--- src/hdl/rsc_pkg.sv ---
// rsc_pkg: shared constants, payload types and helpers of the rpn stack calculator
// depends on nothing; used by every file under hdl
`timescale 1ns / 1ps
`default_nettype none

package rsc_pkg;

	localparam int STACK_DEPTH = 64;
	localparam int FRAC_BITS   = 16;
	localparam int DATA_W      = 32;
	localparam int CNT_W       = $clog2(STACK_DEPTH + 1);
	localparam int SHOW_W      = $clog2(STACK_DEPTH);
	localparam int QUOT_W      = DATA_W + FRAC_BITS;
	localparam int QCNT_W      = $clog2(QUOT_W + 1);

	// half an lsb of the product, zero when there are no fraction bits
	localparam logic [63:0] MUL_ROUND = (64'd1 << FRAC_BITS) >> 1;

	typedef enum logic [2:0] {
		OP_PUSH    = 3'd0,
		OP_ADD     = 3'd1,
		OP_SUB     = 3'd2,
		OP_MUL     = 3'd3,
		OP_DIV     = 3'd4,
		OP_CLEAR   = 3'd5,
		OP_SHOW    = 3'd6,
		OP_INVALID = 3'd7
	} opcode_t;

	typedef enum logic [1:0] {
		KIND_ACK    = 2'd0,
		KIND_RESULT = 2'd1,
		KIND_ENTRY  = 2'd2,
		KIND_EMPTY  = 2'd3
	} kind_t;

	typedef enum logic [2:0] {
		ST_OK        = 3'd0,
		ST_OVERFLOW  = 3'd1,
		ST_UNDERFLOW = 3'd2,
		ST_BAD_OP    = 3'd3,
		ST_DIV_ZERO  = 3'd4
	} status_t;

	typedef enum logic [1:0] {
		S_IDLE,
		S_MUL,
		S_DIV,
		S_SHOW
	} state_t;

	typedef enum logic [1:0] {
		CELL_HOLD,
		CELL_FROM_ABOVE,
		CELL_FROM_BELOW
	} cell_op_t;

	typedef struct packed {
		opcode_t                   opcode;
		logic signed [DATA_W-1:0]  operand_value;
	} cmd_t;

	typedef struct packed {
		kind_t                     kind;
		logic signed [DATA_W-1:0]  value;
		status_t                   status;
		logic [6:0]                entries_held;
		logic                      is_last;
	} result_t;

	// moves for the head cell and for all the others
	typedef struct packed {
		cell_op_t             head;
		cell_op_t             body;
		logic [DATA_W-1:0]    head_in;
	} chain_ctl_t;

	typedef struct packed {
		logic                 start;
		logic [DATA_W-1:0]    num_mag;
		logic [DATA_W-1:0]    den_mag;
	} div_req_t;

	typedef struct packed {
		logic                 done;
		logic [QUOT_W-1:0]    quot;
		logic                 round_up;
	} div_rsp_t;

	function automatic logic [DATA_W-1:0] mag_of(input logic [DATA_W-1:0] v);
		logic [DATA_W-1:0] m;
		m = v[DATA_W-1] ? (~v + 1'b1) : v;
		return m;
	endfunction

	// apply the sign to a magnitude and saturate to the q16.16 range
	function automatic logic [DATA_W-1:0] sat_mag(input logic [63:0] mag, input logic neg);
		logic [DATA_W-1:0] r;
		if (neg) begin
			if (mag > 64'h0000_0000_8000_0000) r = {1'b1, {(DATA_W-1){1'b0}}};
			else r = ~mag[DATA_W-1:0] + 1'b1;
		end else begin
			if (mag > 64'h0000_0000_7FFF_FFFF) r = {1'b0, {(DATA_W-1){1'b1}}};
			else r = mag[DATA_W-1:0];
		end
		return r;
	endfunction

endpackage

`default_nettype wire

--- src/hdl/rsc_div.sv ---
// rsc_div: restoring magnitude divider, one quotient bit per cycle
// depends on rsc_pkg for widths and the request and response structs
`timescale 1ns / 1ps
`default_nettype none

module rsc_div (
	input  wire logic         clk,
	input  wire logic         arst_n,
	input  rsc_pkg::div_req_t req,
	output rsc_pkg::div_rsp_t rsp
);

	logic [rsc_pkg::QUOT_W-1:0] dq_q;
	logic [rsc_pkg::DATA_W-1:0] rem_q;
	logic [rsc_pkg::DATA_W-1:0] den_q;
	logic [rsc_pkg::QCNT_W-1:0] cnt_q;
	logic                       run_q;
	logic                       done_q;
	logic [rsc_pkg::DATA_W:0]   trial;
	logic [rsc_pkg::DATA_W:0]   diff;
	logic                       fits;

	assign trial = {rem_q, dq_q[rsc_pkg::QUOT_W-1]};
	assign diff  = trial - {1'b0, den_q};
	assign fits  = trial >= {1'b0, den_q};

	always_ff @(posedge clk or negedge arst_n) begin
		if (!arst_n) begin
			run_q  <= 1'b0;
			done_q <= 1'b0;
			cnt_q  <= '0;
		end else begin
			done_q <= 1'b0;
			if (req.start) begin
				run_q <= 1'b1;
				cnt_q <= rsc_pkg::QCNT_W'(rsc_pkg::QUOT_W);
			end else if (run_q) begin
				cnt_q <= cnt_q - 1'b1;
				if (cnt_q == rsc_pkg::QCNT_W'(1)) begin
					run_q  <= 1'b0;
					done_q <= 1'b1;
				end
			end
		end
	end

	// dividend bits leave at the top while quotient bits enter at the bottom
	always_ff @(posedge clk) begin
		if (req.start) begin
			dq_q  <= rsc_pkg::QUOT_W'(req.num_mag) << rsc_pkg::FRAC_BITS;
			rem_q <= '0;
			den_q <= req.den_mag;
		end else if (run_q) begin
			dq_q  <= {dq_q[rsc_pkg::QUOT_W-2:0], fits};
			rem_q <= fits ? diff[rsc_pkg::DATA_W-1:0] : trial[rsc_pkg::DATA_W-1:0];
		end
	end

	assign rsp.done     = done_q;
	assign rsp.quot     = dq_q;
	assign rsp.round_up = {rem_q, 1'b0} >= {1'b0, den_q};

endmodule

`default_nettype wire

--- config.mk ---
export PLATFORM = sky130hd
export DESIGN_NAME = rsc_div
export DESIGN_NICKNAME = d
export VERILOG_FILES = /design/src/hdl/rsc_pkg.sv /design/src/hdl/rsc_div.sv
export SDC_FILE = /design/constraint.sdc
export NUM_CORES = 1
export LEC_CHECK = 0
export ABC_AREA = 0
export BUFFER_PORTS_ARGS = -buffer_cell sky130_fd_sc_hd__buf_2
export CORE_MARGIN = 2
export CORE_UTILIZATION = 61
export CTS_CLUSTER_SIZE = 25
export DETAILED_ROUTE_END_ITERATION = 16
export GPL_ROUTABILITY_DRIVEN = 0
export PLACE_DENSITY = 0.86
export SLEW_MARGIN = 20
export SYNTH_ARGS = -nofsm -noshare
export SYNTH_HDL_FRONTEND = slang
export SYNTH_SLANG_ARGS = --single-unit
export TNS_END_PERCENT = 10
--- constraint.sdc ---
create_clock -name clk -period 6.7 [get_ports clk]
set_input_delay 1.34 -clock clk [delete_from_list [all_inputs] [get_ports clk]]
set_output_delay 1.34 -clock clk [all_outputs]
set_load 0.05 [all_outputs]
==> results.sh <==
export IMPL_clk_latency_ns=0.53
export IMPL_cts_repair_resized=0
export IMPL_nets=871
export IMPL_viasPerCell=5.88
export IMPL_die_w_um=108
export IMPL_grt_pass1_vias=5000
export IMPL_vdd_ir_drop_max_v=0.000308
export IMPL_hold_class="reg -> reg"
export IMPL_required_ns=5.36
export IMPL_grt_start_max_net_pins=88
export IMPL_crit_chain="inv_1 -> ha_1 -> a21oi_1 -> o21ai_0 -> a21oi_1 -> o32ai_2 -> a2111oi_4 -> o21ai_0 -> or2_2 -> buf_2"
export IMPL_cp_num_buf_inv=2
export IMPL_setup_tns_ns=0
export IMPL_arrival_ns=3.18
export IMPL_hold_viol=0
export IMPL_die_y_um=108
export IMPL_overflow=0
export IMPL_port_buffers=116
export IMPL_critPathSlowestCell="a2111oi_4"
export IMPL_initial_core_util_pct=63.2
export IMPL_synthArstFlopShare_pct=6.67
export IMPL_cts_tree="yes"
export IMPL_drc=0
export IMPL_path_class="reg -> out"
export IMPL_multiInputGateArea_um2=3140
export IMPL_design_area_um2=7720
export IMPL_crit_family="compound AO/OA/AOI/OAI gates"
export IMPL_dieArea_um2=11600
export IMPL_finalClockSkew_ns=0.00788
export IMPL_status="completed"
export IMPL_ctsHoldBuffers=0
export IMPL_ys_warn_count=0
export IMPL_num_vias=5398
export IMPL_synth_top_area_share_pct=29.3
export IMPL_relSlewSlack_pct=36.4
export IMPL_synth_fp_nets=767
export IMPL_final_cells=918
export IMPL_grt_pass1_wl_mm=23.5
export IMPL_critPathCaptureType="primary output"
export IMPL_diodes=0
export IMPL_synthTopCellsByArea="edfxtp_1 (29%), dfxtp_1 (15%), ha_1 (6.5%), a22o_1 (4.4%), nand2_1 (4.1%)"
export IMPL_seq_area_um2=3080
export IMPL_post_cts_buffers=0
export IMPL_power_leakage_nw=3.46
export IMPL_syn_to_final_growth_pct=17.9
export IMPL_fin_crit_sh_pct=67.4
export IMPL_synth_cells=665
export IMPL_cts_root_buf="clkbuf_8"
export IMPL_synth_most_common_cell="nand2_1"
export IMPL_tightest_slew_ns=0.954
export IMPL_dr_pass1_iters=5
export IMPL_htreeDepth=4
export IMPL_yosysUniqueCellTypes=67
export IMPL_cts_buffers=17
export IMPL_synth_edf_count=64
export IMPL_wl_per_cell_um=16.0
export IMPL_wl_mm=14.7
export IMPL_slew_violations=0
export IMPL_track_usage_pct=25.8
export IMPL_fin_crit_ns=4.52
export IMPL_dp_cells=885
export IMPL_antenna_found_initial=0
export IMPL_max_cap_violations=0
export IMPL_ant_nets=0
export IMPL_start_kind="register"
export IMPL_dr_first_iter_drc_count=343
export IMPL_cp_max_fo=6
export IMPL_fmax_ghz=0.221
export IMPL_path_clk_slew_ns=0.05
export IMPL_clk_path_buf_depth=2
export IMPL_pwr_density_cell_nw_per_um2=383
export IMPL_synth_seq_area_share_pct=47.1
export IMPL_core_um2=10400
export IMPL_synthFlopType="edfxtp_1"
export IMPL_cts_sinks=120
export IMPL_max_stage_delay_ns=0.42
export IMPL_avgSynthCellArea_um2=9.85
export IMPL_dpl_cell_area_um2=7180
export IMPL_drive_above_1_share_pct=22.1
export IMPL_synth_common_cells="nand2_1 (71), nor2_1 (65), edfxtp_1 (64)"
export IMPL_synth_seq_cells=120
export IMPL_fillers=729
export IMPL_finalSetupViolations=0
export IMPL_rows=37
export IMPL_yosysTopAreaCell="edfxtp_1"
export IMPL_netlist_area_um2=6550
export IMPL_io_pins=117
export IMPL_dpl_hpwl_mm=10.1
export IMPL_rsz0062_at_grt="false"
[worst reg2reg max path, cell delays in order, from the launching register on]
cell,delay [ns]
edfxtp_1,0.32
inv_1,0.04
ha_1,0.34
a21oi_1,0.28
o21ai_0,0.19
a21oi_1,0.23
o32ai_2,0.14
a2111oi_4,0.42
o211ai_4,0.30
inv_2,0.47
nand2_1,0.11
a311oi_1,0.30
[layer usage]
layer,share of wire [%],GRT usage (%),wire (um)
met1,45,34.1,6670
met2,47,40.3,6930
met3,5.8,6.84,847
met4,1.9,10.4,275
met5,0,0,0
[state kept, by name, summed over array words and instances, names as in the netlist]
signal / count
dq_q: 48
rem_q: 32
den_q: 32
done_q: 1
run_q: 1
cnt_q: 6
[logic make-up after synthesis]
kind of cell,count (synthesis),share of synthesized area [%]
multiplexers,19,2.90
AO/OA/AOI/OAI,178,20.2
adder cells (fa/ha/maj),35,6.80
XOR/XNOR,30,4.01
AND/OR/NAND/NOR,202,14.1
flip-flops,120,47.1
buffers and inverters,81,4.99
[layout make-up]
| class | count | area share, % |
|---|---|---|
| repair buffers | 120 | 8.20 |
| inverters | 46 | 2.24 |
| clock buffers | 22 | 6.01 |
| clock inverters | 10 | 0.697 |
| multi-input cells | 464 | 40.7 |
| flip-flops and latches | 120 | 39.9 |
| well taps | 136 | 2.20 |
[cells in the final DEF, fill, tap and decap left out, types with 9 or more instances in the layout]
cell type  instances
a21oi_1           42
a22o_1            33
a311oi_1          18
buf_2            115
clkbuf_16         17
dfxtp_1           48
edfxtp_1          64
ha_1              34
inv_1             43
mux2i_1           19
nand2_1           71
nand2b_1           9
nand3_1           13
nor2_1            65
nor3_1            13
o21ai_0           21
xnor2_1           19
xor2_1            11
[report_power, final]
part	switching [W]	total, W	internal, W
sequential	0.0000870	0.000986	0.000899
combinational	0.000740	0.00119	0.000452
clock	0.000304	0.000783	0.000478
total	0.00113	0.00296	0.00183
[final timing paths]
| kind | from | endpoint | slack [ns] | depth (start not counted) |
|---|---|---|---|---|
| worst max-delay path | den_q[8] | rsp[0] | 2.18 | 10 |
| worst min-delay path | rem_q[3] | rem_q[4] | 0.50 | 2 |
| worst max register to register | den_q[8] | rem_q[7] | 3.45 | 11 |
| worst min register to register | rem_q[3] | rem_q[4] | 0.50 | 2 |
| max in group asynchronous | arst_n | run_q | 5.87 | 1 |
| min in group asynchronous | arst_n | cnt_q[3] | 0.65 | 1 |
[per-stage QoR]
step / worst slack [ns] / hold slack (ns) / power [W] / utilization [%]
2_1_floorplan: 3.11 / 0.461 / 0.00190 / -
3_3_place_gp: 2.88 / 0.484 / 0.00209 / 69.2
3_5_place_dp: 2.84 / 0.495 / 0.00213 / 69.2
4_1_cts: 2.25 / 0.506 / 0.00293 / 74.2
5_1_grt: 2.04 / 0.529 / 0.00313 / 74.5
6_report: 2.18 / 0.501 / 0.00296 / 74.5
Note: power is estimated with default switching activity, not from simulation.
