### src/hdl/rsc_pkg.sv
// rsc_pkg: shared constants, payload types and helpers of the rpn stack calculator
// depends on nothing; used by every file under hdl
`timescale 1ns / 1ps
`default_nettype none

package rsc_pkg;

	localparam int STACK_DEPTH = 64;
	localparam int FRAC_BITS   = 16;
	localparam int DATA_W      = 32;
	localparam int CNT_W       = $clog2(STACK_DEPTH + 1);
	localparam int SHOW_W      = $clog2(STACK_DEPTH);
	localparam int QUOT_W      = DATA_W + FRAC_BITS;
	localparam int QCNT_W      = $clog2(QUOT_W + 1);

	// half an lsb of the product, zero when there are no fraction bits
	localparam logic [63:0] MUL_ROUND = (64'd1 << FRAC_BITS) >> 1;

	typedef enum logic [2:0] {
		OP_PUSH    = 3'd0,
		OP_ADD     = 3'd1,
		OP_SUB     = 3'd2,
		OP_MUL     = 3'd3,
		OP_DIV     = 3'd4,
		OP_CLEAR   = 3'd5,
		OP_SHOW    = 3'd6,
		OP_INVALID = 3'd7
	} opcode_t;

	typedef enum logic [1:0] {
		KIND_ACK    = 2'd0,
		KIND_RESULT = 2'd1,
		KIND_ENTRY  = 2'd2,
		KIND_EMPTY  = 2'd3
	} kind_t;

	typedef enum logic [2:0] {
		ST_OK        = 3'd0,
		ST_OVERFLOW  = 3'd1,
		ST_UNDERFLOW = 3'd2,
		ST_BAD_OP    = 3'd3,
		ST_DIV_ZERO  = 3'd4
	} status_t;

	typedef enum logic [1:0] {
		S_IDLE,
		S_MUL,
		S_DIV,
		S_SHOW
	} state_t;

	typedef enum logic [1:0] {
		CELL_HOLD,
		CELL_FROM_ABOVE,
		CELL_FROM_BELOW
	} cell_op_t;

	typedef struct packed {
		opcode_t                   opcode;
		logic signed [DATA_W-1:0]  operand_value;
	} cmd_t;

	typedef struct packed {
		kind_t                     kind;
		logic signed [DATA_W-1:0]  value;
		status_t                   status;
		logic [6:0]                entries_held;
		logic                      is_last;
	} result_t;

	// moves for the head cell and for all the others
	typedef struct packed {
		cell_op_t             head;
		cell_op_t             body;
		logic [DATA_W-1:0]    head_in;
	} chain_ctl_t;

	typedef struct packed {
		logic                 start;
		logic [DATA_W-1:0]    num_mag;
		logic [DATA_W-1:0]    den_mag;
	} div_req_t;

	typedef struct packed {
		logic                 done;
		logic [QUOT_W-1:0]    quot;
		logic                 round_up;
	} div_rsp_t;

	function automatic logic [DATA_W-1:0] mag_of(input logic [DATA_W-1:0] v);
		logic [DATA_W-1:0] m;
		m = v[DATA_W-1] ? (~v + 1'b1) : v;
		return m;
	endfunction

	// apply the sign to a magnitude and saturate to the q16.16 range
	function automatic logic [DATA_W-1:0] sat_mag(input logic [63:0] mag, input logic neg);
		logic [DATA_W-1:0] r;
		if (neg) begin
			if (mag > 64'h0000_0000_8000_0000) r = {1'b1, {(DATA_W-1){1'b0}}};
			else r = ~mag[DATA_W-1:0] + 1'b1;
		end else begin
			if (mag > 64'h0000_0000_7FFF_FFFF) r = {1'b0, {(DATA_W-1){1'b1}}};
			else r = mag[DATA_W-1:0];
		end
		return r;
	endfunction

endpackage

`default_nettype wire

### src/hdl/rsc_cell.sv
// rsc_cell: one stack entry of the operand chain
// depends on rsc_pkg for the cell move codes
`timescale 1ns / 1ps
`default_nettype none

module rsc_cell (
	input  wire logic                         clk,
	input  rsc_pkg::cell_op_t                 op,
	input  wire logic [rsc_pkg::DATA_W-1:0]   above,
	input  wire logic [rsc_pkg::DATA_W-1:0]   below,
	output logic [rsc_pkg::DATA_W-1:0]        val
);

	logic [rsc_pkg::DATA_W-1:0] val_q;

	always_ff @(posedge clk) begin
		unique case (op)
			rsc_pkg::CELL_FROM_ABOVE: val_q <= above;
			rsc_pkg::CELL_FROM_BELOW: val_q <= below;
			default:                  val_q <= val_q;
		endcase
	end

	assign val = val_q;

endmodule

`default_nettype wire

### config.mk
export PLATFORM = sky130hd
export DESIGN_NAME = rsc_cell
export DESIGN_NICKNAME = d
export VERILOG_FILES = /design/src/hdl/rsc_pkg.sv /design/src/hdl/rsc_cell.sv
export SDC_FILE = /design/constraint.sdc
export NUM_CORES = 1
export LEC_CHECK = 0
export BUFFER_PORTS_ARGS = -buffer_cell sky130_fd_sc_hd__buf_4
export CAP_MARGIN = 20
export CORE_UTILIZATION = 36
export CTS_CLUSTER_SIZE = 14
export DETAILED_ROUTE_END_ITERATION = 16
export HOLD_SLACK_MARGIN = 0.03
export PLACE_DENSITY = 0.76
export SKIP_LAST_GASP = 1
export SLEW_MARGIN = 20
export SYNTH_ARGS = -nofsm -noshare
export SYNTH_HDL_FRONTEND = slang
export SYNTH_SLANG_ARGS = --single-unit
### constraint.sdc
create_clock -name clk -period 3.8 [get_ports clk]
set_input_delay 0.57 -clock clk [delete_from_list [all_inputs] [get_ports clk]]
set_output_delay 0.57 -clock clk [all_outputs]
set_load 0.01 [all_outputs]
==> results of run 1 <==
==> metrics by stage <==
step	instances	util (%)	cell area (µm²)
floorplan	71	-	1530
global placement	215	56.0	2250
detailed placement	215	56.0	2250
CTS	220	57.7	2320
global route	220	57.7	2320
finish	220	57.7	2320
==> report_power, final <==
part / internal (mW) / switching [mW] / leakage (nW)
registers: 0.450 / 0.0142 / 0.313
clock network: 0.118 / 0.103 / 0.0359
logic: 0.140 / 0.0838 / 0.719
total: 0.708 / 0.201 / 1.07
==> kinds of logic after synthesis <==
kind of cell | Yosys count | share of synthesized area, %
adder cells (fa/ha/maj) | 1 | 0.820
buffers and inverters | 6 | 5.17
multiplexers | 32 | 31.0
flip-flops | 32 | 63.0
==> placed cells by master (no fill, tap or decap) <==
| cell | Yosys | routed |
|---|---|---|
| edfxtp_1 | 32 | 32 |
| clkbuf_8 | 0 | 5 |
| ha_2 | 0 | 1 |
| mux2_4 | 30 | 30 |
| mux2_2 | 2 | 2 |
| inv_1 | 2 | 1 |
| inv_2 | 0 | 1 |
| buf_4 | 0 | 98 |
==> worst max-delay path: cells and delay by family <==
| family | cells | cell delay, ns |
|---|---|---|
| fa+ha+maj | 1 | 0.88 |
| mux | 1 | 0.42 |
| buf+inv | 2 | 0.16 |
==> layout make-up <==
cell class	instances	area share (%)
clock buffers	5	2.96
flip-flops and latches	32	41.4
repair buffers	98	31.7
inverters	2	0.323
well taps	50	2.69
multi-input cells	33	21.0
==> worst max-delay path by stage <==
stage	from	cells past startpoint	endpoint	slack, ns
after floorplan	op[0]	3	val[0]$_DFFE_PP_	1.91
after global placement	op[0]	4	val[31]$_DFFE_PP_	1.55
after detailed placement	op[0]	4	val[31]$_DFFE_PP_	1.47
after CTS	op[0]	4	val[31]$_DFFE_PP_	1.76
after global routing	op[0]	4	val[30]$_DFFE_PP_	1.71
final	op[0]	4	val[31]$_DFFE_PP_	1.79
==> routing by layer <==
layer / track usage, % / part of all wire, % / vias up
met5: 0 / 0 / -
met3: 5.48 / 11 / 9
li1: - / - / 471
met2: 24.5 / 50 / 64
met4: 8.78 / 2.8 / 0
met1: 15.2 / 36 / 442
==> run metrics, run 1 <==
Slew Viols, Final=0; remaining antenna violation count=0; fraction of layout cells with a size suffix above 1=80.6%; Post-CTS Resized=0; total grt overflow=0; Critical Path Slowest Stage Cell=ha_2; largest net degree at the start of global routing=33; Tcrit/Tclk final=53.0%; post-synthesis sequential area ratio=63.0%; dpl ws=1.47 ns; DRC viols=0; critical-path cell list=buf_4, inv_1, ha_2, mux2_2; global-route wire length before repair=4.60 mm; register area=961 µm²; drt initial violations=48; hold_sp=above[28]; # nets final=240; final hold violations=0; Tot Pwr=0.909 mW; area of the multi-input gates=488 µm²; Worst Hold End=val[28]$_DFFE_PP_; Pwr per Cell Area=391 nW/µm²; FMAX=0.496 GHz; top-count cell post-synth=edfxtp_1; Ports=99; CP arrival=2.03 ns; CP max stage delay=0.88 ns; I/O Buffers=98; clk sink count=32; max_slew headroom=29.9%; CP Capture Type=flop; setup_tns=0 ns; unrepaired setup endpoints after global routing=false; Core Footprint=4030 µm²; most frequent cells after synthesis=edfxtp_1, mux2_4, buf_12, inv_1, mux2_2; post-route minimum period=2.01 ns; Hold Crit Class=input pin to flop; H-tree levels=2; vias per cell=4.48; area share of the largest cell type after synthesis=63.0%; root buf cell=clkbuf_8; Max Cap Viol=0; row count=23; die width=67.1 µm; Max rail drop VDD=0.267 mV; total wire length=3.10 mm; asr flop ratio synth=0%; Avg Inst Size Synth=21.5 µm²; yosys warns=0; number of synthesized flops with an enable pin=32; vias in the first global route=1013; crit path launch type=input pin; cts-stage hold buffer count=0; gpl congestion=0.724; top_reg_cell synth=edfxtp_1; CTS max path bufs=2; Antenna diodes=0; Hold Path Depth=2; Clock transition at path regs=0.06 ns; Mapped Cells=71; area added between synthesis and finish=52.3%; final setup violation count=0; Hold Worst Slack=0.598 ns; Mapped Nets=139; cell area after synthesis=1530 µm²; post-CTS setup buffers=0; die height=67.1 µm; TritonRoute pass-1 iters=3; Die ar.=4500 µm²; most area-hungry cell type in the Yosys netlist=edfxtp_1; crit path kind=input pin to flop; #FFs+latches synth=32; Final Worst Setup Slack=1.79 ns; GRT Total Usage=14.6%; Starting Density=37.9%; max FFs per register=32; Post-DP HPWL=2.39 mm; Unique masters post-synth=7; Vias=986; Synth area leaders=edfxtp_1, mux2_4, buf_12; CTS tree=built; initial antenna violation count=0; worst slew pin tran=1.05 ns; Pleak=1.07 nW; Crit path required time=3.82 ns; status=finished clean; CTS Buf Count=5; Avg WL per Cell=14.1 µm; CP max FO=32; Filler cells=346
Power figures use the tool's default switching activity.
==> run 2: changes to the inputs <==
- clock period: 3.8 -> 2.1 ns (I/O delays scaled with it)
==> run metrics, run 2 (synthesis results as in run 1) <==
I/O Buffers=98; die width=67.1 µm; Most common cell on crit path=buf_4; clk sink count=32; global-route wire length before repair=4.61 mm; # nets final=243; worst slew pin tran=0.414 ns; Core Footprint=4030 µm²; Post-CTS Resized=0; Critical Path Slowest Stage Cell=mux2_2; CP Capture Type=flop; FMAX=0.763 GHz; final core utilization=58.4%; root buf cell=clkbuf_8; most frequent cells in the layout=buf_4, edfxtp_1, mux2_4, clkbuf_8; post-layout instance area=2350 µm²; met3 Use GR=8.22%; Die ar.=4500 µm²; Ports=99; row count=23; CTS Buf Count=5; Avg WL per Cell=13.6 µm; Max Cap Viol=0; routing usage on met1=14.2%; setup_tns=0 ns; cts-stage hold buffer count=0; Buf/Inv on CP=3; max FFs per register=32; critical-path cell list=buf_4, inv_1, ha_2, buf_4, mux2_2; Hold Path Depth=2; post-CTS setup buffers=0; GRT busiest layer=met2; post-route minimum period=1.31 ns; largest net degree at the start of global routing=33; crit path kind=input pin to flop; CTS tree=built; CP top delay family=buffers and inverters; Starting Density=37.9%; GRT Total Usage=14.6%; Clock transition at path regs=0.06 ns; TritonRoute pass-1 iters=4; crit path launch type=input pin; Vias=1010; H-tree levels=2; Tcrit/Tclk final=62.4%; status=finished clean; total grt overflow=0; final hold violations=0; gpl congestion=0.719; final setup violation count=0; Pwr per Cell Area=709 nW/µm²; CTS max path bufs=2; area added between synthesis and finish=54.3%; hold_sp=below[23]; CP max FO=18; Crit path required time=2.13 ns; Post-DP HPWL=2.37 mm; max_slew headroom=72.4%; total wire length=3.06 mm; initial antenna violation count=0; Hold Crit Class=input pin to flop; remaining antenna violation count=0; unrepaired setup endpoints after global routing=false; vias in the first global route=1013; Worst Hold End=val[23]$_DFFE_PP_; Antenna diodes=0; Max rail drop VDD=0.427 mV; GR met2 Demand/Resource=25.0%; CP arrival=1.34 ns; vias per cell=4.49; most common cell after layout, fill and taps aside=buf_4; Pleak=1.09 nW; DRC viols=0; Cell Area, Placed=2280 µm²; drt initial violations=22; die height=67.1 µm; Slew Viols, Final=0; CP max stage delay=0.38 ns; fraction of layout cells with a size suffix above 1=79.4%
-- run 2: cell count changes in the layout (fill, tap and decap cells not counted), sizes merged --
cell    delta
buf        +3
clkinv     +2
-- run 2: routing by layer --
metal / routed length [µm] / vias up
met4: 29 / 0
met5: 0 / -
met3: 374 / 4
met2: 1600 / 60
met1: 1060 / 464
li1: - / 482
-- run 2: metrics by stage --
| step | power, mW | hold WS (ns) | setup slack, ns | cells |
|---|---|---|---|---|
| 3_3_place_gp | 1.25 | 0.615 | 0.537 | 218 |
| 5_1_grt | 1.74 | 0.327 | 0.758 | 225 |
| 3_5_place_dp | 1.26 | 0.618 | 0.479 | 218 |
| 2_1_floorplan | 1.03 | 0.532 | 0.460 | 71 |
| 4_1_cts | 1.69 | 0.328 | 0.775 | 225 |
| 6_report | 1.67 | 0.338 | 0.790 | 225 |
-- run 2: layout make-up --
| class | count | area, µm² |
|---|---|---|
| inverters | 2 | 7.51 |
| clock inverters | 2 | 7.51 |
| repair buffers | 101 | 758 |
| flip-flops and latches | 32 | 961 |
| well taps | 50 | 62.6 |
| fillers | 333 | 1680 |
| multi-input cells | 33 | 488 |
| clock buffers | 5 | 68.8 |
-- run 2: power by group --
part / total [mW] / switching (mW) / internal [mW]
registers: 0.837 / 0.0238 / 0.813
logic: 0.407 / 0.152 / 0.256
clock network: 0.423 / 0.205 / 0.218
-- run 2: worst max path at each step --
stage	end	cells after the start	startpoint	slack, ns
after CTS	val[31]$_DFFE_PP_	5	op[0]	0.78
after floorplan	val[0]$_DFFE_PP_	3	op[0]	0.46
after global placement	val[31]$_DFFE_PP_	5	op[0]	0.54
after detailed placement	val[31]$_DFFE_PP_	5	op[0]	0.48
after global routing	val[31]$_DFFE_PP_	5	op[0]	0.76
final	val[31]$_DFFE_PP_	5	op[0]	0.79
